--- src/mhfd_pkg.sv ---
`timescale 1ns / 1ps
`default_nettype none

package mhfd_pkg;

  localparam int BYTE_W     = 8;
  localparam int WORD_W     = 32;
  localparam int LIMIT_W    = 16;
  localparam int POS_W      = 16;
  localparam int CFG_IDX_W  = 2;
  localparam int CFG_DATA_W = 32;

  localparam int MAGIC_BYTES  = 4;
  localparam int HEADER_BYTES = 8;
  localparam int ID_BYTES     = 8;

  localparam logic [LIMIT_W-1:0] MAX_LEN_RESET = 16'd8192;

  localparam logic [CFG_IDX_W-1:0] CFG_CONN_MAGIC  = 2'd0;
  localparam logic [CFG_IDX_W-1:0] CFG_MSG_MAGIC   = 2'd1;
  localparam logic [CFG_IDX_W-1:0] CFG_MAX_LEN     = 2'd2;

  typedef enum logic [1:0] {
    KIND_PEER  = 2'd0,
    KIND_START = 2'd1,
    KIND_BODY  = 2'd2,
    KIND_BAD   = 2'd3
  } kind_t;

  typedef struct packed {
    kind_t              kind;
    logic [BYTE_W-1:0]  data_byte;
    logic               last;
    logic [WORD_W-1:0]  peer_id;
    logic [WORD_W-1:0]  peer_mailbox;
    logic [WORD_W-1:0]  msg_len;
  } result_t;

  // big-endian byte of a magic word
  function automatic logic [BYTE_W-1:0] magic_byte(input logic [WORD_W-1:0] word,
                                                   input logic [1:0] pos);
    logic [BYTE_W-1:0] b;
    case (pos)
      2'd0:    b = word[31:24];
      2'd1:    b = word[23:16];
      2'd2:    b = word[15:8];
      default: b = word[7:0];
    endcase
    return b;
  endfunction

  function automatic logic [WORD_W-1:0] put_byte(input logic [WORD_W-1:0] word,
                                                 input logic [1:0] pos,
                                                 input logic [BYTE_W-1:0] b);
    logic [WORD_W-1:0] w;
    w = word;
    case (pos)
      2'd0:    w[31:24] = b;
      2'd1:    w[23:16] = b;
      2'd2:    w[15:8]  = b;
      default: w[7:0]   = b;
    endcase
    return w;
  endfunction

endpackage

`default_nettype wire

--- src/mhfd_in_if.sv ---
`timescale 1ns / 1ps
`default_nettype none

interface mhfd_in_if;
  logic                        valid;
  logic                        ready;
  logic [mhfd_pkg::BYTE_W-1:0] rx_byte;

  modport source (output valid, output rx_byte, input ready);
  modport sink   (input valid, input rx_byte, output ready);
endinterface

`default_nettype wire

--- src/mhfd_out_if.sv ---
`timescale 1ns / 1ps
`default_nettype none

interface mhfd_out_if;
  logic                        valid;
  logic                        ready;
  mhfd_pkg::kind_t             kind;
  logic [mhfd_pkg::BYTE_W-1:0] data_byte;
  logic                        last;
  logic [mhfd_pkg::WORD_W-1:0] peer_id;
  logic [mhfd_pkg::WORD_W-1:0] peer_mailbox;
  logic [mhfd_pkg::WORD_W-1:0] msg_len;

  modport source (output valid, output kind, output data_byte, output last,
                  output peer_id, output peer_mailbox, output msg_len, input ready);
  modport sink   (input valid, input kind, input data_byte, input last,
                  input peer_id, input peer_mailbox, input msg_len, output ready);
endinterface

`default_nettype wire

--- src/mhfd_skid.sv ---
`timescale 1ns / 1ps
`default_nettype none

module mhfd_skid (
  input  wire logic              clk,
  input  wire logic              rst_n,
  input  wire logic              push,
  input  wire mhfd_pkg::result_t push_data,
  output logic                   push_ready,
  mhfd_out_if.source             out_ch
);

  mhfd_pkg::result_t out_r;
  mhfd_pkg::result_t skid_r;
  logic              out_valid_r;
  logic              skid_valid_r;
  logic              out_fire;

  assign out_fire   = out_valid_r && out_ch.ready;
  assign push_ready = !skid_valid_r;

  always_ff @(posedge clk) begin
    if (!rst_n) begin
      out_valid_r  <= 1'b0;
      skid_valid_r <= 1'b0;
    end else if (skid_valid_r) begin
      if (out_fire) begin
        out_r        <= skid_r;
        skid_valid_r <= 1'b0;
      end
    end else if (push) begin
      if (!out_valid_r || out_fire) begin
        out_r       <= push_data;
        out_valid_r <= 1'b1;
      end else begin
        skid_r       <= push_data;
        skid_valid_r <= 1'b1;
      end
    end else if (out_fire) begin
      out_valid_r <= 1'b0;
    end
  end

  assign out_ch.valid        = out_valid_r;
  assign out_ch.kind         = out_r.kind;
  assign out_ch.data_byte    = out_r.data_byte;
  assign out_ch.last         = out_r.last;
  assign out_ch.peer_id      = out_r.peer_id;
  assign out_ch.peer_mailbox = out_r.peer_mailbox;
  assign out_ch.msg_len      = out_r.msg_len;

endmodule

`default_nettype wire

--- src/magic_header_frame_deframer_unit.sv ---
`timescale 1ns / 1ps
`default_nettype none

// A result is registered into the output stage when the item that causes it is accepted.
// Throughput: one item per cycle while in_ch.ready is high; the frame state machine does constant work per byte.
// A two-entry output stage (result register plus skid register) keeps in_ch ready
// while one result waits; ready drops only when both entries are full.
// Reset (synchronous, rst_n low): hunt state, output stage empty, magics 0, limit 8192.
module magic_header_frame_deframer_unit (
  input  wire logic                                clk,
  input  wire logic                                rst_n,
  mhfd_in_if.sink                                  in_ch,
  mhfd_out_if.source                               out_ch,
  input  wire logic                                cfg_we,
  input  wire logic [mhfd_pkg::CFG_IDX_W-1:0]      cfg_index,
  input  wire logic [mhfd_pkg::CFG_DATA_W-1:0]     cfg_wdata
);

  typedef enum logic [1:0] {
    PH_HUNT = 2'd0,
    PH_ID   = 2'd1,
    PH_LEN  = 2'd2,
    PH_BODY = 2'd3
  } phase_t;

  phase_t                            phase_r, phase_nxt;
  logic [mhfd_pkg::POS_W-1:0]        position_r, position_nxt;
  logic [mhfd_pkg::WORD_W-1:0]       header_r, header_nxt;
  logic [2*mhfd_pkg::WORD_W-1:0]     id_r, id_nxt;
  logic [mhfd_pkg::WORD_W-1:0]       flen_r, flen_nxt;

  logic [mhfd_pkg::WORD_W-1:0]       conn_magic_r;
  logic [mhfd_pkg::WORD_W-1:0]       msg_magic_r;
  logic [mhfd_pkg::LIMIT_W-1:0]      max_len_r;

  logic                              accept;
  logic                              push_ready;
  logic                              res_valid;
  mhfd_pkg::result_t                 res;

  logic [1:0]                        hpos;
  logic [mhfd_pkg::BYTE_W-1:0]       b;
  logic [mhfd_pkg::POS_W:0]          body_next;

  assign in_ch.ready = push_ready;
  assign accept      = in_ch.valid && push_ready;
  assign b           = in_ch.rx_byte;
  assign hpos        = position_r[1:0];
  assign body_next   = {1'b0, position_r} + 17'd1;

  always_comb begin
    phase_nxt    = phase_r;
    position_nxt = position_r;
    header_nxt   = header_r;
    id_nxt       = id_r;
    flen_nxt     = flen_r;
    res_valid    = 1'b0;
    res          = '0;
    case (phase_r)
      PH_HUNT: begin
        header_nxt = mhfd_pkg::put_byte(header_r, hpos, b);
        if (b == mhfd_pkg::magic_byte(conn_magic_r, hpos) ||
            b == mhfd_pkg::magic_byte(msg_magic_r, hpos)) begin
          if (hpos == 2'(mhfd_pkg::MAGIC_BYTES - 1)) begin
            position_nxt = '0;
            if (header_nxt == conn_magic_r) begin
              phase_nxt = PH_ID;
            end else if (header_nxt == msg_magic_r) begin
              phase_nxt = PH_LEN;
            end
          end else begin
            position_nxt = {{(mhfd_pkg::POS_W-2){1'b0}}, hpos + 2'd1};
          end
        end else begin
          position_nxt = '0;
        end
      end
      PH_ID: begin
        id_nxt = {id_r[2*mhfd_pkg::WORD_W-mhfd_pkg::BYTE_W-1:0], b};
        if (position_r[2:0] == 3'(mhfd_pkg::ID_BYTES - 1)) begin
          position_nxt     = '0;
          phase_nxt        = PH_HUNT;
          res_valid        = 1'b1;
          res.kind         = mhfd_pkg::KIND_PEER;
          res.peer_id      = id_nxt[2*mhfd_pkg::WORD_W-1:mhfd_pkg::WORD_W];
          res.peer_mailbox = id_nxt[mhfd_pkg::WORD_W-1:0];
        end else begin
          position_nxt = position_r + 16'd1;
        end
      end
      PH_LEN: begin
        flen_nxt = {flen_r[mhfd_pkg::WORD_W-mhfd_pkg::BYTE_W-1:0], b};
        if (hpos == 2'(mhfd_pkg::MAGIC_BYTES - 1)) begin
          res_valid   = 1'b1;
          res.msg_len = flen_nxt;
          if (flen_nxt < 32'(mhfd_pkg::HEADER_BYTES) ||
              flen_nxt > {16'd0, max_len_r}) begin
            position_nxt = '0;
            phase_nxt    = PH_HUNT;
            res.kind     = mhfd_pkg::KIND_BAD;
          end else if (flen_nxt == 32'(mhfd_pkg::HEADER_BYTES)) begin
            position_nxt = '0;
            phase_nxt    = PH_HUNT;
            res.kind     = mhfd_pkg::KIND_START;
            res.last     = 1'b1;
          end else begin
            position_nxt = 16'(mhfd_pkg::HEADER_BYTES);
            phase_nxt    = PH_BODY;
            res.kind     = mhfd_pkg::KIND_START;
          end
        end else begin
          position_nxt = position_r + 16'd1;
        end
      end
      default: begin
        res_valid     = 1'b1;
        res.kind      = mhfd_pkg::KIND_BODY;
        res.data_byte = b;
        if (body_next >= {1'b0, flen_r[mhfd_pkg::POS_W-1:0]}) begin
          position_nxt = '0;
          phase_nxt    = PH_HUNT;
          res.last     = 1'b1;
        end else begin
          position_nxt = body_next[mhfd_pkg::POS_W-1:0];
        end
      end
    endcase
  end

  always_ff @(posedge clk) begin
    if (!rst_n) begin
      phase_r      <= PH_HUNT;
      position_r   <= '0;
      conn_magic_r <= '0;
      msg_magic_r  <= '0;
      max_len_r    <= mhfd_pkg::MAX_LEN_RESET;
    end else begin
      if (cfg_we) begin
        case (cfg_index)
          mhfd_pkg::CFG_CONN_MAGIC: conn_magic_r <= cfg_wdata;
          mhfd_pkg::CFG_MSG_MAGIC:  msg_magic_r  <= cfg_wdata;
          mhfd_pkg::CFG_MAX_LEN:    max_len_r    <= cfg_wdata[mhfd_pkg::LIMIT_W-1:0];
          default: ;
        endcase
      end
      if (accept) begin
        phase_r    <= phase_nxt;
        position_r <= position_nxt;
      end
    end
  end

  always_ff @(posedge clk) begin
    if (accept) begin
      header_r <= header_nxt;
      id_r     <= id_nxt;
      flen_r   <= flen_nxt;
    end
  end

  mhfd_skid u_skid (
    .clk        (clk),
    .rst_n      (rst_n),
    .push       (accept && res_valid),
    .push_data  (res),
    .push_ready (push_ready),
    .out_ch     (out_ch)
  );

endmodule

`default_nettype wire
--- src/flat_wrapper.sv ---
// flat-port wrapper written by rule: the top's interface ports become plain ports
module magic_header_frame_deframer_unit_flat 
  (clk, rst_n, cfg_we, cfg_index, cfg_wdata, in_ch_valid, in_ch_rx_byte, in_ch_ready, out_ch_valid, out_ch_kind, out_ch_data_byte, out_ch_last, out_ch_peer_id, out_ch_peer_mailbox, out_ch_msg_len, out_ch_ready);
  mhfd_in_if in_ch_i ();
  mhfd_out_if out_ch_i ();
  input  wire logic clk;
  input  wire logic rst_n;
  input  wire logic cfg_we;
  input  wire logic [mhfd_pkg::CFG_IDX_W-1:0] cfg_index;
  input  wire logic [mhfd_pkg::CFG_DATA_W-1:0] cfg_wdata;
  input wire logic [$bits(in_ch_i.valid)-1:0] in_ch_valid;
  input wire logic [$bits(in_ch_i.rx_byte)-1:0] in_ch_rx_byte;
  output wire logic [$bits(in_ch_i.ready)-1:0] in_ch_ready;
  output wire logic [$bits(out_ch_i.valid)-1:0] out_ch_valid;
  output wire logic [$bits(out_ch_i.kind)-1:0] out_ch_kind;
  output wire logic [$bits(out_ch_i.data_byte)-1:0] out_ch_data_byte;
  output wire logic [$bits(out_ch_i.last)-1:0] out_ch_last;
  output wire logic [$bits(out_ch_i.peer_id)-1:0] out_ch_peer_id;
  output wire logic [$bits(out_ch_i.peer_mailbox)-1:0] out_ch_peer_mailbox;
  output wire logic [$bits(out_ch_i.msg_len)-1:0] out_ch_msg_len;
  input wire logic [$bits(out_ch_i.ready)-1:0] out_ch_ready;
  assign in_ch_i.valid = in_ch_valid;
  assign in_ch_i.rx_byte = in_ch_rx_byte;
  assign in_ch_ready = in_ch_i.ready;
  assign out_ch_valid = out_ch_i.valid;
  assign out_ch_kind = out_ch_i.kind;
  assign out_ch_data_byte = out_ch_i.data_byte;
  assign out_ch_last = out_ch_i.last;
  assign out_ch_peer_id = out_ch_i.peer_id;
  assign out_ch_peer_mailbox = out_ch_i.peer_mailbox;
  assign out_ch_msg_len = out_ch_i.msg_len;
  assign out_ch_i.ready = out_ch_ready;
  magic_header_frame_deframer_unit u_core (.clk(clk), .rst_n(rst_n), .in_ch(in_ch_i), .out_ch(out_ch_i), .cfg_we(cfg_we), .cfg_index(cfg_index), .cfg_wdata(cfg_wdata));
endmodule
--- config.mk ---
export PLATFORM = sky130hd
export DESIGN_NAME = magic_header_frame_deframer_unit_flat
export DESIGN_NICKNAME = d
export VERILOG_FILES = /design/src/mhfd_pkg.sv /design/src/mhfd_in_if.sv /design/src/mhfd_out_if.sv /design/src/mhfd_skid.sv /design/src/magic_header_frame_deframer_unit.sv /design/src/flat_wrapper.sv
export SDC_FILE = /design/constraint.sdc
export NUM_CORES = 1
export LEC_CHECK = 0
export BUFFER_PORTS_ARGS = -buffer_cell sky130_fd_sc_hd__buf_2
export CAP_MARGIN = 20
export CELL_PAD_IN_SITES_DETAIL_PLACEMENT = 0
export CELL_PAD_IN_SITES_GLOBAL_PLACEMENT = 2
export CORE_MARGIN = 2
export CORE_UTILIZATION = 42
export DETAILED_ROUTE_END_ITERATION = 8
export GPL_TIMING_DRIVEN = 0
export PLACE_DENSITY_LB_ADDON = 0.1
export SYNTH_ARGS = -nofsm -noshare
export SYNTH_HDL_FRONTEND = slang
export SYNTH_HIERARCHICAL = 1
export SYNTH_SLANG_ARGS = --single-unit
--- constraint.sdc ---
create_clock -name clk -period 14.91 [get_ports clk]
set_clock_uncertainty 0.15 [all_clocks]
set_input_delay 0.7455 -clock clk [delete_from_list [all_inputs] [get_ports clk]]
set_output_delay 0.7455 -clock clk [all_outputs]
set_load 0.02 [all_outputs]
==> results.json <==
{
  "die_w_um": 214.6,
  "drv_slew": 0,
  "fin_cells": 2295,
  "cts_buffers": 45,
  "hold_violations": 0,
  "reg2regPathDepth": 14,
  "rsz0062_at_grt": "false",
  "cts_resized": 0,
  "hp-start": "in_ch_rx_byte[0]",
  "wire_per_inst_um": 20.62,
  "coreArea_mm2": 0.04403,
  "cts_root_buf": "clkbuf_16",
  "cts_hold_buf": 0,
  "finalCriticalPeriod_ns": 4.878,
  "n_antenna_cell": 0,
  "rr_endpoint": "u_core/u_skid/skid_r[19]",
  "final_area_mm2": 0.02183,
  "leakage_nw": 8.259,
  "cp_top_family": "buffers and inverters",
  "ant_nets": 0,
  "tightest_slew_ns": 0.8583,
  "drv_cap": 0,
  "startpoint_type": "flip-flop",
  "seqCellArea_mm2": 0.01179,
  "crit_type": "flip-flop to flip-flop",
  "nFillCells": 3974,
  "pre_cts_ws_ns": 10.15,
  "ys_ff_latch": 426,
  "clock-sinks": 426,
  "gp_congestion": 0.8862,
  "drt_iter0_markers": 814,
  "hold_end": "u_core/id_r[0]",
  "io_pins": 156,
  "synth_area_per_cell_um2": 12.87,
  "synthArstFlopShare_pct": 0,
  "status": "finished, final reports clean",
  "tns_ns": 0,
  "ctsHtreeMaxLevel": 2,
  "critPathMaxStageDelay_ns": 0.71,
  "crit_chain": "ha_1 -> buf_6 -> clkbuf_1 -> clkbuf_1 -> nand2_1 -> inv_1 -> nor2_1 -> a21oi_1 -> nand3b_1 -> nor3b_2 -> buf_6 -> buf_6 -> buf_6 -> buf_6",
  "final.period_utilization_pct": 32.72,
  "synth_nets": 1533,
  "reg2reg_from": "u_core/position_r[0]",
  "num_rows": 77,
  "hold_path_depth": 1,
  "cts_buffer_depth": 3,
  "crit_required_ns": 15.03,
  "ir_drop_mv": 0.1077,
  "finalWorstSetupSlack_ns": 10.03,
  "grt_max_degree": 30,
  "crit_start": "u_core/position_r[0]",
  "dieArea_mm2": 0.04607,
  "firstDrtPassIters": 6,
  "cp_slowest_cell": "nor3b_2",
  "place_inst": 2217,
  "grt_first_pass_wirelength_um": 72050,
  "final_nets": 1757,
  "postCtsSetupBuffers": 0,
  "hpwl_um": 35640,
  "via_count": 11740,
  "clk_pin_slew_ns": 0.06,
  "dieHeight_um": 214.6,
  "synth_edf_count": 326,
  "power_density_mw_per_mm2": 111.4,
  "r2r_slack_ns": 10.03,
  "fmax_mhz": 205.0,
  "area_growth_pct": 17.15,
  "initial_core_util_pct": 42.32,
  "grt_pass1_vias": 11760,
  "cp-end-kind": "flip-flop",
  "cp_num_buf_inv": 8,
  "syn_inst": 1448,
  "drive_above_1_share_pct": 23.90,
  "drcViolationCount": 0,
  "synthDistinctLibCells": 64,
  "grt_overflow_total": 0,
  "ys_seq_area_share_pct": 63.28,
  "relSlewSlack_pct": 42.65,
  "hold_class": "primary input to flip-flop",
  "critPathArrivalTime_ns": 5.00,
  "place.port_buffers": 155,
  "crit_fanout": 13,
  "insertion_delay_ns": 0.58,
  "setup_viol": 0,
  "antenna_found_initial": 1,
  "wirelength_um": 47330,
  "placed_area_mm2": 0.02045,
  "viasPerCell": 5.117,
  "yosys_warnings": 6,
  "grt.total_usage_pct": 20.71,
  "syn_area_mm2": 0.01863,
  "cts_tree": "done",
  "multi_input_area_mm2": 0.006168,
  "utilization_pct": 49.58,
  "ys.flop_type": "edfxtp_1",
  "crit_path_frequent_cell": "buf_6"
}
-- layout make-up --
type | count | area share [%]
multi-input cells | 869 | 28.26
flip-flops and latches | 426 | 54.01
plain buffers | 79 | 1.932
repair buffers | 177 | 4.803
well taps | 592 | 3.393
clock buffers | 60 | 5.606
clock inverters | 18 | 0.7222
inverters | 74 | 1.272
-- cell usage in the layout, fill, tap and decap left out, types with 4 or more instances in the layout --
cell,n
nand4_1,16
buf_2,167
a21oi_1,117
dfxtp_1,100
buf_4,9
nand3_1,12
a22o_1,6
xnor2_1,89
nor2_1,33
mux2i_2,15
clkbuf_16,46
mux2i_1,13
nor4_1,23
and2_1,68
o211ai_1,4
mux2i_4,5
nand2_1,186
clkbuf_1,59
and3_1,25
clkinv_1,10
inv_1,73
nor2b_1,24
a211oi_1,4
a222oi_1,16
buf_6,26
edfxtp_1,326
nand3b_1,4
mux2_2,107
ha_1,38
o21ai_0,7
or3_1,5
clkinv_2,4
-- how the worst max path moves through the flow --
| stage | to | slack, ns | depth (start not counted) |
|---|---|---|---|
| after floorplan | u_core/u_skid/skid_r[0] | 4.33 | 10 |
| after global placement | u_core/u_skid/skid_r[15] | -0.66 | 10 |
| after detailed placement | u_core/u_skid/skid_r[14] | 10.15 | 14 |
| after CTS | u_core/u_skid/skid_r[22] | 10.12 | 14 |
| after global routing | u_core/u_skid/skid_r[18] | 9.73 | 14 |
| final | u_core/u_skid/skid_r[19] | 10.03 | 14 |
-- synth_stat cells, types with 3 or more instances --
library cell  count  area, um^2
xnor2_1          89       779.5
buf_6             8       90.09
o21a_1            3       22.52
dfxtp_1         100        2002
buf_4             9       67.56
nor4_1           23       143.9
or2_2             3       18.77
and2_1           68       425.4
nand4_1          16       100.1
mux2i_1          13       130.1
mux2i_2          15       206.5
a22o_1            6       52.55
inv_1            73       274.0
nand2_1         186       698.2
o21ai_0           7       35.03
mux2i_4           5       112.6
nor2b_1          24       150.1
clkbuf_1         47       176.4
a211oi_1          4       30.03
ha_1             38       475.5
edfxtp_1        326        9789
nor2_1           35       131.4
nand3_1          12       60.06
and3_1           25       156.4
nand3b_1          4       30.03
a21oi_1         117       585.6
o211ai_1          4       30.03
or3_1             5       31.28
a222oi_1         16       160.2
nor3_1            4       20.02
buf_2            12       60.06
mux2_2          107        1205
-- flip-flops by register name (all words and copies together), names as in the netlist --
signal,count
u_core/conn_magic_r,32
u_core/u_skid/out_ch.kind,2
u_core/phase_r,2
u_core/u_skid/skid_valid_r,1
u_core/u_skid/out_ch.valid,1
u_core/u_skid/out_ch.msg_len,32
u_core/id_r,56
u_core/u_skid/out_ch.peer_mailbox,32
u_core/max_len_r,16
u_core/msg_magic_r,32
u_core/flen_r,24
u_core/u_skid/out_ch.peer_id,32
u_core/position_r,16
u_core/u_skid/out_ch.last,1
u_core/u_skid/skid_r,107
u_core/header_r,32
u_core/u_skid/out_ch.data_byte,8
-- layer usage --
| metal | GRT usage (%) | routed length (um) | vias up |
|---|---|---|---|
| met5 | 0 | 0 | - |
| met4 | 5.648 | 1056 | 0 |
| met3 | 4.113 | 2683 | 64 |
| met2 | 32.77 | 21960 | 307 |
| met1 | 29.15 | 21640 | 5718 |
| li1 | - | - | 5655 |
-- cell families (layout without fill, tap and decap cells) --
family	after synthesis	in the layout	share of synthesized area, %
simple gates	417	417	11.13
fa+ha+maj	38	38	2.552
buf+inv	153	408	3.753
flops	426	426	63.28
xor+xnor	91	91	4.277
compound gates	183	183	6.130
mux	140	140	8.877
-- stage by stage --
stage | power, W | hold WS (ns)
3_5_place_dp | 0.001393 | 0.2746
4_1_cts | 0.002463 | 0.2285
2_1_floorplan | 0.001355 | 0.2674
6_report | 0.002431 | 0.2577
5_1_grt | 0.002519 | 0.2353
3_3_place_gp | 0.001391 | 0.2732
-- report_power, final --
group | switching (W) | internal (W)
combinational | 0.0000523 | 0.0000303
clock | 0.000454 | 0.000610
sequential | 0.0000108 | 0.00127
total | 0.000517 | 0.00191
-- worst reg2reg max path, cell delays in order (launching register included) --
cell      delay (ns)
dfxtp_1         0.48
ha_1            0.25
buf_6           0.20
clkbuf_1        0.40
clkbuf_1        0.44
nand2_1         0.34
inv_1           0.25
nor2_1          0.07
a21oi_1         0.28
nand3b_1        0.16
nor3b_2         0.71
buf_6           0.27
buf_6           0.19
buf_6           0.19
buf_6           0.19
No activity file was read; power rests on OpenSTA's default activity.
